$ cat src/design/sscsd_pkg.sv
// Shared constants, types and lookup functions of the seven-segment clock scan driver.
`default_nettype none

package sscsd_pkg;

  localparam int NUM_DIGITS         = 6;
  localparam int LAST_POS           = NUM_DIGITS - 1;
  localparam int TICK_COUNTER_WIDTH = 16;

  localparam int POS_W      = 3;
  localparam int DIGIT_W    = 4;
  localparam int SEG_W      = 7;
  localparam int DUTY_W     = 7;
  localparam int BRIGHT_W   = 7;
  localparam int INTERVAL_W = 16;
  localparam int SCALE_W    = 20;
  localparam int PROD_W     = BRIGHT_W + SCALE_W;
  localparam int DUTY_SHIFT = 19;
  localparam int CMP_W      = 32;

  localparam logic [BRIGHT_W-1:0]   BRIGHT_MAX      = 7'd100;
  localparam logic [BRIGHT_W-1:0]   BRIGHT_RESET    = 7'd100;
  localparam logic [INTERVAL_W-1:0] INTERVAL_RESET  = 16'd1;
  localparam logic [4:0]            HOUR_MAX        = 5'd23;
  localparam logic [5:0]            MINUTE_MAX      = 6'd59;

  typedef enum logic {
    REG_BRIGHTNESS      = 1'b0,
    REG_SWITCH_INTERVAL = 1'b1
  } reg_sel_t;

  typedef struct packed {
    logic [BRIGHT_W-1:0]   brightness;
    logic [INTERVAL_W-1:0] switch_interval;
  } cfg_t;

  typedef struct packed {
    logic [POS_W-1:0]   pos;
    logic [DIGIT_W-1:0] digit;
  } scan_view_t;

  // Standard segment pattern; a code above nine is shown as zero.
  function automatic logic [SEG_W-1:0] seg_pattern(input logic [DIGIT_W-1:0] d);
    logic [SEG_W-1:0] p;
    case (d)
      4'd0:    p = 7'h3F;
      4'd1:    p = 7'h06;
      4'd2:    p = 7'h5B;
      4'd3:    p = 7'h4F;
      4'd4:    p = 7'h66;
      4'd5:    p = 7'h6D;
      4'd6:    p = 7'h7D;
      4'd7:    p = 7'h07;
      4'd8:    p = 7'h7F;
      4'd9:    p = 7'h6F;
      default: p = 7'h3F;
    endcase
    return p;
  endfunction

  // Compensation (lit segments * 100 / 7) pre-multiplied by 5243, so that
  // brightness * scale >> 19 equals brightness * compensation / 100 exactly.
  function automatic logic [SCALE_W-1:0] duty_scale(input logic [DIGIT_W-1:0] d);
    logic [SCALE_W-1:0] k;
    case (d)
      4'd0:    k = 20'd445655;
      4'd1:    k = 20'd146804;
      4'd2:    k = 20'd372253;
      4'd3:    k = 20'd372253;
      4'd4:    k = 20'd298851;
      4'd5:    k = 20'd372253;
      4'd6:    k = 20'd445655;
      4'd7:    k = 20'd220206;
      4'd8:    k = 20'd524300;
      4'd9:    k = 20'd445655;
      default: k = 20'd445655;
    endcase
    return k;
  endfunction

endpackage

`default_nettype wire

$ cat src/design/seven_segment_clock_scan_driver.sv
// Top level of the six-digit seven-segment clock scan driver.
`default_nettype none

// Each accepted item (a tick or a set-time request) is processed in the cycle
// it is accepted, and its result is offered on the next cycle; one item can be
// accepted every cycle unless the output stalls, the rate set by the update
// of the tick counter and scan position. The input is ready whenever no result
// is pending or the pending result is being taken in the same cycle. The block
// has no memories and needs no clearing pass after reset. Register 0 at byte
// address 0 is brightness, register 1 at byte address 4 is the switch interval.
module seven_segment_clock_scan_driver #(
  parameter int TICK_COUNTER_WIDTH = sscsd_pkg::TICK_COUNTER_WIDTH
) (
  input  logic                            clk,
  input  logic                            rst,
  input  logic                            psel,
  input  logic                            penable,
  input  logic                            pwrite,
  input  logic [2:0]                      paddr,
  input  logic [31:0]                     pwdata,
  output logic [31:0]                     prdata,
  output logic                            pready,
  input  logic                            in_valid,
  output logic                            in_ready,
  input  logic                            req_type,
  input  logic [4:0]                      hours,
  input  logic [5:0]                      minutes,
  input  logic [5:0]                      seconds,
  output logic                            out_valid,
  input  logic                            out_ready,
  output logic [sscsd_pkg::POS_W-1:0]     digit_select,
  output logic [sscsd_pkg::SEG_W-1:0]     segment_lines,
  output logic [sscsd_pkg::DUTY_W-1:0]    segment_duty
);
  import sscsd_pkg::*;

  cfg_t       cfg;
  scan_view_t view;
  logic       fire;

  assign fire = in_valid && in_ready;

  sscsd_regs u_regs (
    .clk     (clk),
    .rst     (rst),
    .psel    (psel),
    .penable (penable),
    .pwrite  (pwrite),
    .paddr   (paddr),
    .pwdata  (pwdata),
    .prdata  (prdata),
    .pready  (pready),
    .cfg     (cfg)
  );

  sscsd_scan #(
    .TICK_COUNTER_WIDTH (TICK_COUNTER_WIDTH)
  ) u_scan (
    .clk             (clk),
    .rst             (rst),
    .fire            (fire),
    .req_type        (req_type),
    .hours           (hours),
    .minutes         (minutes),
    .seconds         (seconds),
    .switch_interval (cfg.switch_interval),
    .view            (view)
  );

  sscsd_out u_out (
    .clk           (clk),
    .rst           (rst),
    .fire          (fire),
    .in_ready      (in_ready),
    .out_valid     (out_valid),
    .out_ready     (out_ready),
    .view          (view),
    .brightness    (cfg.brightness),
    .digit_select  (digit_select),
    .segment_lines (segment_lines),
    .segment_duty  (segment_duty)
  );

`ifndef NO_ASSERTIONS
  a_dark_at_zero_duty: assert property (@(posedge clk) disable iff (rst)
    (out_valid && segment_duty == '0) |-> (segment_lines == '0))
    else $error("segments lit at zero duty");

  a_duty_bounded: assert property (@(posedge clk) disable iff (rst)
    out_valid |-> (segment_duty <= DUTY_W'(100)))
    else $error("duty above one hundred percent");

  a_result_after_accept: assert property (@(posedge clk) disable iff (rst)
    (fire && !$past(rst)) |=> out_valid)
    else $error("accepted item produced no result");
`endif

endmodule

`default_nettype wire

$ cat src/design/sscsd_regs.sv
// Configuration register file behind the APB-style port.
`default_nettype none

module sscsd_regs (
  input  logic                clk,
  input  logic                rst,
  input  logic                psel,
  input  logic                penable,
  input  logic                pwrite,
  input  logic [2:0]          paddr,
  input  logic [31:0]         pwdata,
  output logic [31:0]         prdata,
  output logic                pready,
  output sscsd_pkg::cfg_t     cfg
);
  import sscsd_pkg::*;

  reg_sel_t            sel;
  logic                wr_en;
  logic [BRIGHT_W-1:0] bright_in;

  assign pready    = 1'b1;
  assign sel       = reg_sel_t'(paddr[2]);
  assign wr_en     = psel && penable && pwrite && pready;
  assign bright_in = (pwdata[BRIGHT_W-1:0] > BRIGHT_MAX) ? BRIGHT_MAX : pwdata[BRIGHT_W-1:0];

  always_ff @(posedge clk) begin
    if (rst) begin
      cfg.brightness      <= BRIGHT_RESET;
      cfg.switch_interval <= INTERVAL_RESET;
    end else if (wr_en) begin
      unique case (sel)
        REG_BRIGHTNESS:      cfg.brightness      <= bright_in;
        REG_SWITCH_INTERVAL: cfg.switch_interval <= pwdata[INTERVAL_W-1:0];
        default:             ;
      endcase
    end
  end

  always_comb begin
    unique case (sel)
      REG_BRIGHTNESS:      prdata = 32'(cfg.brightness);
      REG_SWITCH_INTERVAL: prdata = 32'(cfg.switch_interval);
      default:             prdata = '0;
    endcase
  end

endmodule

`default_nettype wire

$ cat src/design/sscsd_scan.sv
// Digit store, tick counter and scan position, updated once per accepted item.
`default_nettype none

module sscsd_scan #(
  parameter int TICK_COUNTER_WIDTH = sscsd_pkg::TICK_COUNTER_WIDTH
) (
  input  logic                               clk,
  input  logic                               rst,
  input  logic                               fire,
  input  logic                               req_type,
  input  logic [4:0]                         hours,
  input  logic [5:0]                         minutes,
  input  logic [5:0]                         seconds,
  input  logic [sscsd_pkg::INTERVAL_W-1:0]   switch_interval,
  output sscsd_pkg::scan_view_t              view
);
  import sscsd_pkg::*;

  // Splits a value of at most 59 into its tens and units digits.
  function automatic logic [2*DIGIT_W-1:0] split_tens(input logic [5:0] v);
    logic [DIGIT_W-1:0] tens;
    logic [5:0]         base;
    if (v >= 6'd50) begin
      tens = 4'd5; base = 6'd50;
    end else if (v >= 6'd40) begin
      tens = 4'd4; base = 6'd40;
    end else if (v >= 6'd30) begin
      tens = 4'd3; base = 6'd30;
    end else if (v >= 6'd20) begin
      tens = 4'd2; base = 6'd20;
    end else if (v >= 6'd10) begin
      tens = 4'd1; base = 6'd10;
    end else begin
      tens = 4'd0; base = 6'd0;
    end
    return {tens, 4'(v - base)};
  endfunction

  logic [DIGIT_W-1:0]            digit_store [NUM_DIGITS];
  logic [POS_W-1:0]              scan_position;
  logic [TICK_COUNTER_WIDTH-1:0] tick_count;
  logic [DIGIT_W-1:0]            shown_digit;

  logic [TICK_COUNTER_WIDTH-1:0] tick_inc;
  logic                          advance;
  logic [POS_W-1:0]              pos_adv;
  logic [4:0]                    hours_c;
  logic [5:0]                    minutes_c;
  logic [5:0]                    seconds_c;
  logic [2*DIGIT_W-1:0]          h_split;
  logic [2*DIGIT_W-1:0]          m_split;
  logic [2*DIGIT_W-1:0]          s_split;

  assign tick_inc  = tick_count + 1'b1;
  assign advance   = CMP_W'(tick_inc) >= CMP_W'(switch_interval);
  assign pos_adv   = (scan_position == POS_W'(LAST_POS)) ? '0 : scan_position + 1'b1;
  assign hours_c   = (hours > HOUR_MAX) ? HOUR_MAX : hours;
  assign minutes_c = (minutes > MINUTE_MAX) ? MINUTE_MAX : minutes;
  assign seconds_c = (seconds > MINUTE_MAX) ? MINUTE_MAX : seconds;
  assign h_split   = split_tens({1'b0, hours_c});
  assign m_split   = split_tens(minutes_c);
  assign s_split   = split_tens(seconds_c);

  always_ff @(posedge clk) begin
    if (rst) begin
      for (int i = 0; i < NUM_DIGITS; i++) begin
        digit_store[i] <= '0;
      end
      scan_position <= '0;
      tick_count    <= '0;
      shown_digit   <= '0;
    end else if (fire) begin
      if (req_type) begin
        digit_store[0] <= h_split[2*DIGIT_W-1:DIGIT_W];
        digit_store[1] <= h_split[DIGIT_W-1:0];
        digit_store[2] <= m_split[2*DIGIT_W-1:DIGIT_W];
        digit_store[3] <= m_split[DIGIT_W-1:0];
        digit_store[4] <= s_split[2*DIGIT_W-1:DIGIT_W];
        digit_store[5] <= s_split[DIGIT_W-1:0];
      end else if (advance) begin
        tick_count    <= '0;
        scan_position <= pos_adv;
        shown_digit   <= digit_store[pos_adv];
      end else begin
        tick_count <= tick_inc;
      end
    end
  end

  assign view.pos   = scan_position;
  assign view.digit = shown_digit;

`ifndef NO_ASSERTIONS
  a_pos_held_when_idle: assert property (@(posedge clk) disable iff (rst)
    (!$past(fire) && !$past(rst)) |-> $stable(scan_position))
    else $error("scan position moved without an accepted item");

  a_set_keeps_scan: assert property (@(posedge clk) disable iff (rst)
    ($past(fire) && $past(req_type) && !$past(rst)) |->
      ($stable(scan_position) && $stable(shown_digit) && $stable(tick_count)))
    else $error("set-time item disturbed the scan state");

  a_pos_in_range: assert property (@(posedge clk) disable iff (rst)
    scan_position <= POS_W'(LAST_POS))
    else $error("scan position beyond the last digit");

  a_digit_decimal: assert property (@(posedge clk) disable iff (rst)
    shown_digit <= 4'd9)
    else $error("latched digit is not decimal");
`endif

endmodule

`default_nettype wire

$ cat src/design/sscsd_out.sv
// Result handshake and segment mask and duty formatting for the shown digit.
`default_nettype none

module sscsd_out (
  input  logic                             clk,
  input  logic                             rst,
  input  logic                             fire,
  output logic                             in_ready,
  output logic                             out_valid,
  input  logic                             out_ready,
  input  sscsd_pkg::scan_view_t            view,
  input  logic [sscsd_pkg::BRIGHT_W-1:0]   brightness,
  output logic [sscsd_pkg::POS_W-1:0]      digit_select,
  output logic [sscsd_pkg::SEG_W-1:0]      segment_lines,
  output logic [sscsd_pkg::DUTY_W-1:0]     segment_duty
);
  import sscsd_pkg::*;

  logic [SEG_W-1:0]  pattern;
  logic [SEG_W-1:0]  mask;
  logic [PROD_W-1:0] product;
  logic [DUTY_W-1:0] duty;

  // The scan state registers always hold the pending result, so only the
  // valid flag is kept here.
  always_ff @(posedge clk) begin
    if (rst) begin
      out_valid <= 1'b0;
    end else begin
      out_valid <= fire || (out_valid && !out_ready);
    end
  end

  assign in_ready = !out_valid || out_ready;

  assign pattern = seg_pattern(view.digit);
  assign product = PROD_W'(brightness) * PROD_W'(duty_scale(view.digit));
  assign duty    = product[DUTY_SHIFT+DUTY_W-1:DUTY_SHIFT];

  // The last position is wired with segments F and G exchanged.
  always_comb begin
    mask = pattern;
    if (view.pos == POS_W'(LAST_POS)) begin
      mask[5] = pattern[6];
      mask[6] = pattern[5];
    end
    if (duty == '0) begin
      mask = '0;
    end
  end

  assign digit_select  = view.pos;
  assign segment_lines = mask;
  assign segment_duty  = duty;

endmodule

`default_nettype wire
$ cat config.mk
export PLATFORM = sky130hd
export DESIGN_NAME = seven_segment_clock_scan_driver
export DESIGN_NICKNAME = d
export VERILOG_FILES = /design/src/design/sscsd_pkg.sv /design/src/design/seven_segment_clock_scan_driver.sv /design/src/design/sscsd_regs.sv /design/src/design/sscsd_scan.sv /design/src/design/sscsd_out.sv
export SDC_FILE = /design/constraint.sdc
export NUM_CORES = 1
export LEC_CHECK = 0
export BUFFER_PORTS_ARGS = -buffer_cell sky130_fd_sc_hd__buf_2
export CAP_MARGIN = 20
export CORE_MARGIN = 10
export CORE_UTILIZATION = 42
export CTS_CLUSTER_DIAMETER = 120
export DETAILED_ROUTE_END_ITERATION = 8
export GPL_TIMING_DRIVEN = 0
export RECOVER_POWER = 100
export SLEW_MARGIN = 20
export SYNTH_ARGS = -nofsm -noshare
export SYNTH_HDL_FRONTEND = slang
export SYNTH_SLANG_ARGS = --single-unit
export TNS_END_PERCENT = 50
$ cat constraint.sdc
create_clock -name clk -period 8.6 [get_ports clk]
set_input_delay 0.86 -clock clk [delete_from_list [all_inputs] [get_ports clk]]
set_output_delay 0.86 -clock clk [all_outputs]
set_load 0.05 [all_outputs]
# Word-level counts from Yosys, hierarchy flattened

Memory sizes are Yosys's and may differ from the RTL's. A register that Yosys moved wholly into a read port is not among the register bits.
Index checks and enable logic that the tools add are counted.

Memory bits (writable): 24
Memory bits (read-only): 432
Logic and storage cells: 107
Memories: 3
Register bits: 43
Output and inout port bits: 52

Bitwise gates (word level): 8
$lt $le $gt $ge: 20
Add/subtract/negate cells: 5
Equal/unequal tests: 1
$mul: 1
Muxes and demuxes: 51
Reduce and logical (&&, ||, !) cells: 13

Memories:

| memory             | depth | bits a word | rd ports | clocked after memory_dff | write ports | line             | source |
|---|---|---|---|---|---|---|---|
| (name not given)   | 16    | 20          | 1        | 0                        | 0           | sscsd_pkg.sv:65  | `case (d)` |
| (name not given)   | 16    | 7           | 1        | 0                        | 0           | sscsd_pkg.sv:45  | `case (d)` |
| u_scan.digit_store | 6     | 4           | 1        | 1                        | 6           | sscsd_scan.sv:39 | `logic [DIGIT_W-1:0] digit_store [NUM_DIGITS];` |

Operators with widths:

| operator                                              | number |
|---|---|
| two-way mux 4 bit                                     | 33 |
| case mux 32 bit (2 select lines)                      | 1 |
| multiplier 7 x 20 -> 26 bit                           | 1 |
| >= comparator 6 x 5 -> 1 bit (second input constant)  | 4 |
| >= comparator 6 bit (second input constant)           | 4 |
| adder 16 x 1 -> 16 bit (second input constant)        | 1 |
| >= comparator 16 bit                                  | 1 |
| two-way mux 16 bit                                    | 1 |
| two-way mux 7 bit                                     | 2 |
| >= comparator 5 x 6 -> 1 bit (second input constant)  | 2 |
| >= comparator 6 x 4 -> 1 bit (second input constant)  | 2 |
| greater-than comparator 6 bit (second input constant) | 2 |
| two-way mux 6 bit                                     | 2 |
| subtractor 4 bit                                      | 3 |
| >= comparator 5 bit (second input constant)           | 2 |
| two-way mux 1 bit                                     | 9 |
| greater-than comparator 7 bit (second input constant) | 1 |
| logical NOT 7 bit                                     | 1 |
| OR 1 bit                                              | 6 |
| AND reduction 2 bit                                   | 3 |
| >= comparator 5 x 4 -> 1 bit (second input constant)  | 1 |
| greater-than comparator 5 bit (second input constant) | 1 |
| two-way mux 5 bit                                     | 1 |
| logical AND 1 bit                                     | 4 |
| 8 further kinds                                       | 11 |

# Depth between registers and ports, before layout

Word-level depth: 10
Gate-level depth with buffers: 24

# Modules after synthesis

A second synthesis with hierarchy kept.

Cell total of the unflattened synthesis: 1,037
Area total of the unflattened synthesis: 8,679.6 µm²

By module, submodules not included:

| module                          | times used | cells each | area an instance (µm²) |
|---|---|---|---|
| sscsd_out                       | 1          | 547        | 4,498.1 |
| sscsd_scan                      | 1          | 347        | 3,014.1 |
| sscsd_regs                      | 1          | 142        | 1,161.1 |
| seven_segment_clock_scan_driver | 1          | 1          | 6.3 |

# Worst setup path before layout

Ideal clock, no wire load.

Path type: reg2out
Start: reg u_scan.shown_digit[0], read port of u_scan.digit_store
End: out segment_lines[1] (netlist bit)
Arrival: 7.339 ns
Path slack: 0.401 ns
Stages on the path, launching flop included: 21
Buffers on the path: 0
Cell sequence: dfxtp_1 -> inv_1 -> ha_1 -> nor2b_1 -> a211oi_1 -> nor2_1 -> fa_1 -> fa_1 -> fa_1 -> inv_1 -> fa_1 -> inv_1 -> ha_1 -> nand4_1 -> or3_1 -> or4_4 -> a311oi_1 -> a211oi_1 -> xnor2_1 -> nor4_4 -> a21oi_1

Longest elaborated chain between the ends: 4
Elaborated cells between the ends (all ways): 5
Classes of those cells: 1 x mul; 1 x mux; 1 x reduce/logical; 2 x memory

Ends and longest elaborated chain:

| element                     | line                                  | source |
|---|---|---|
| start: declaration          | sscsd_scan.sv:42                      | `logic [DIGIT_W-1:0] shown_digit;` |
| memory read (16 x 20 bit)   | -                                     |  |
| multiplier 7 x 20 -> 26 bit | sscsd_out.sv:37                       | `assign product = PROD_W'(brightness) * PROD_W'(duty_scale(view.digit));` |
| via segment_duty, one bit   | seven_segment_clock_scan_driver.sv:33 | `output logic [sscsd_pkg::DUTY_W-1:0] segment_duty` |
| logical NOT 7 bit           | sscsd_out.sv:47                       | `if (duty == '0) begin` |
| two-way mux 7 bit           | sscsd_out.sv:47                       |  |
| end: declaration            | seven_segment_clock_scan_driver.sv:32 | `output logic [sscsd_pkg::SEG_W-1:0] segment_lines,` |

The timed path passes the listed nets, and every way through them passes these cells.

# Worst setup path in the final report

Start: reg u_scan.shown_digit[1], read port of u_scan.digit_store
End: out segment_lines[1] (netlist bit)

Longest elaborated chain between the ends: 4
Elaborated cells between the ends (all ways): 5
Classes of those cells: 1 x mul; 1 x mux; 1 x reduce/logical; 2 x memory

Ends and longest elaborated chain:

| element                     | line |
|---|---|
| memory read (16 x 20 bit)   | - |
| multiplier 7 x 20 -> 26 bit | sscsd_out.sv:37 |
| logical NOT 7 bit           | sscsd_out.sv:47 |
| two-way mux 7 bit (*)       | sscsd_out.sv:47 |

Mark *: on every way between the ends. The rest lies on a longest branch, timed or not.

==> impl_metrics.env <==
export IMPL_min_delay_path_class="flip-flop to flip-flop"
export IMPL_synth_area_sq_um=8590
export IMPL_grt_pass1_vias=7211
export IMPL_grt_remaining_overflow=0
export IMPL_slew_viol_final=0
export IMPL_crit_start="u_scan.shown_digit[1]"
export IMPL_grt_total_usage_pct=17.3
export IMPL_cap_violations=0
export IMPL_hold_buffers=0
export IMPL_remaining_drc_errors=0
export IMPL_cts_buffers=9
export IMPL_cts_buffer_depth=2
export IMPL_yosys_warnings=0
export IMPL_fin_crit_ps=8330
export IMPL_leakage_nw=4.46
export IMPL_skew_ps=11.7
export IMPL_fp_dieH_microns=163
export IMPL_fin_tns_setup_ps=0
export IMPL_cp_max_fo=8
export IMPL_grt_max_degree=21
export IMPL_gp_congestion=0.939
export IMPL_rows=52
export IMPL_antenna_found_initial=0
export IMPL_wl_per_cell_microns=16.4
export IMPL_worstPathRequired_ps=7740
export IMPL_yosys_register_bits=67
export IMPL_hpwlAfterDp_mm=18.8
export IMPL_gr_usage_met1_pct=22.5
export IMPL_dpl_cell_area_sq_um=9350
export IMPL_max_slew_margin_pct=37.9
export IMPL_syn_to_final_growth_pct=12.5
export IMPL_synth_edff_count=20
export IMPL_fin_area_sq_um=9670
export IMPL_cts_root_buf="clkbuf_16"
export IMPL_synth_seq_area_share_pct=17.9
export IMPL_status="finished clean"
export IMPL_synth_top_area_cell="fa_1"
export IMPL_clk_latency_ps=340
export IMPL_synth_distinct_cells=69
export IMPL_htreeDepth=3
export IMPL_cts_sinks=67
export IMPL_rsz0062_at_grt="no"
export IMPL_min_from="u_regs.cfg[8]"
export IMPL_synth_top_flop_cell="dfxtp_1"
export IMPL_drt_iter0_markers=533
export IMPL_use_met3_pct=2.32
export IMPL_die_w_microns=163
export IMPL_finalSetupViolations=0
export IMPL_finalHoldViolCount=0
export IMPL_clk_pin_slew_worst_paths_ps=60
export IMPL_arrival_ps=7470
export IMPL_io_buffers=73
export IMPL_ys_top_cells_by_area="fa_1 21%, dfxtp_1 11%, ha_1 9.9%"
export IMPL_async_reset_ff_share_pct=0
export IMPL_cts_tree="built"
export IMPL_vdd_drop_max_mv=0.126
export IMPL_drtPass1Iterations=6
export IMPL_start_util_pct=42.6
export IMPL_powerDensity_nw_per_um2=210
export IMPL_routed_wl_mm=23.3
export IMPL_worstMarginPinSlew_ps=932
export IMPL_fin_nets=1367
export IMPL_coreArea_sq_um=20200
export IMPL_worstSetupStartpointType="flip-flop"
export IMPL_final_layout_size_suffix_gt1_share_pct=10.1
export IMPL_met2_usage_pct=29.2
export IMPL_grt_pass1_wl_mm=37.4
export IMPL_period_share_pct=96.9
export IMPL_netlist_instances=1050
export IMPL_ios=112
export IMPL_via_count=7363
export IMPL_fmax_mhz=120
export IMPL_crit_path_end_kind="primary output"
export IMPL_grt_busiest_layer="met2"
export IMPL_r2r_start="u_scan.tick_count[0]"
export IMPL_syn_area_per_cell_sq_um=8.18
export IMPL_synth_top_area_share_pct=21.0
export IMPL_antenna_left=0
export IMPL_dieArea_sq_um=26600
export IMPL_critical_path_class="flip-flop to primary output"
export IMPL_drt_vias_per_instance=5.17
export IMPL_fill_cells=2046
export IMPL_antenna_cells=0
## cells in the mapped netlist, drive strengths merged (7+ instances only)
cell type    n
a211oi      10
edfxtp      20
nand4        7
fa          90
clkbuf      38
a21o        14
o21ai       42
nand2b      25
dfxtp       47
nor2b       10
o211ai       7
mux2i       13
a21oi       73
xnor2       15
nand2      113
inv        130
nor2       109
o21a         9
xor2        10
ha          68
nand3b       7
and3        14
and2        42
buf         29
mux2         7
nand3       26
## stage by stage
step	util (%)	setup slack [ps]	hold WS, ps	power, W	cells
finish	47.9	266	459	0.00203	1424
global route	47.9	13.7	472	0.00221	1424
CTS	48.0	97.9	457	0.00205	1424
detailed placement	46.4	123	448	0.00165	1408
global placement	46.4	145	443	0.00164	1408
floorplan	-	401	436	0.00136	1065
## per-layer routing
metal / wire length [microns] / share of wire [%]
met1: 10500 / 45
met2: 11200 / 48
met3: 1060 / 4.6
met4: 529 / 2.3
met5: 0 / 0
## kinds of logic after synthesis
group | Yosys count | synth area share [%]
AO/OA/AOI/OAI | 186 | 13.3
flip-flops | 67 | 17.9
other | 2 | 0.0874
buffers and inverters | 197 | 9.97
AND/OR/NAND/NOR | 395 | 22.8
adder cells (fa/ha/maj) | 158 | 30.9
XOR/XNOR | 25 | 2.55
multiplexers | 20 | 2.43
## layout by cell type (no fill, tap or decap), drive strengths merged, types with 42 or more instances in the layout
cell type	synthesis	routed
and2	42	42
fa	90	90
inv	130	131
clkbuf	38	82
ha	68	68
dfxtp	47	47
buf	29	69
nand2	113	113
nor2	109	109
a21oi	73	73
o21ai	42	42
## critical path, stage by stage, from the launching register on
cell and delay, ps:
dfxtp_1 510, inv_1 190, ha_1 390, nand2b_1 200, a21oi_1 610, and2_1 250, fa_1 420, fa_1 520
fa_1 540, inv_1 60, fa_1 530, inv_1 40, ha_1 300, nand4_1 160, or3_1 400, or4_4 460
a311oi_1 330, a211oi_1 100, xnor2_1 300, nor4_4 50, buf_4 180, a21oi_1 240, buf_2 330
## state kept, by name, indices dropped and copies added, names as in the netlist
name,cells
u_out.out_valid,1
u_scan.tick_count,16
u_scan.shown_digit,4
u_regs.cfg,23
u_scan.digit_store,20
u_scan.scan_position,3
## power by group
part           switching (W)  internal [W]  leakage, nW
Combinational       0.000859      0.000437         3.70
Clock               0.000144      0.000244        0.158
Sequential        0.00000611      0.000336        0.596
## repair_timing
action | 4_1_cts | 5_1_grt
resized for setup | 1 | 6
hold endpoints to repair | 0 | 0
pin swaps | 0 | 1
endpoints found under the setup margin | 7 | 7
buffers inserted | 0 | 1
## worst paths after layout
path                            slack, ps  depth (start not counted)                 endpoint
worst max-delay path                  270                         22         segment_lines[1]
worst max register to register       4580                         16  u_scan.scan_position[1]
worst min-delay path                  460                          2            u_regs.cfg[8]
worst min register to register        460                          2            u_regs.cfg[8]
## cell type report
type,count,area [sq um],share of cell area [%]
Clock buffer,11,255,2.64
Clock inverter,5,58.8,0.608
Sequential cell,67,1540,15.9
Buffer,66,365,3.78
Multi-Input combinational cell,801,6280,65.0
Tap cell,270,338,3.49
Inverter,130,488,5.05
Timing Repair Buffer,74,338,3.49
(Power assumes the default switching activity.)
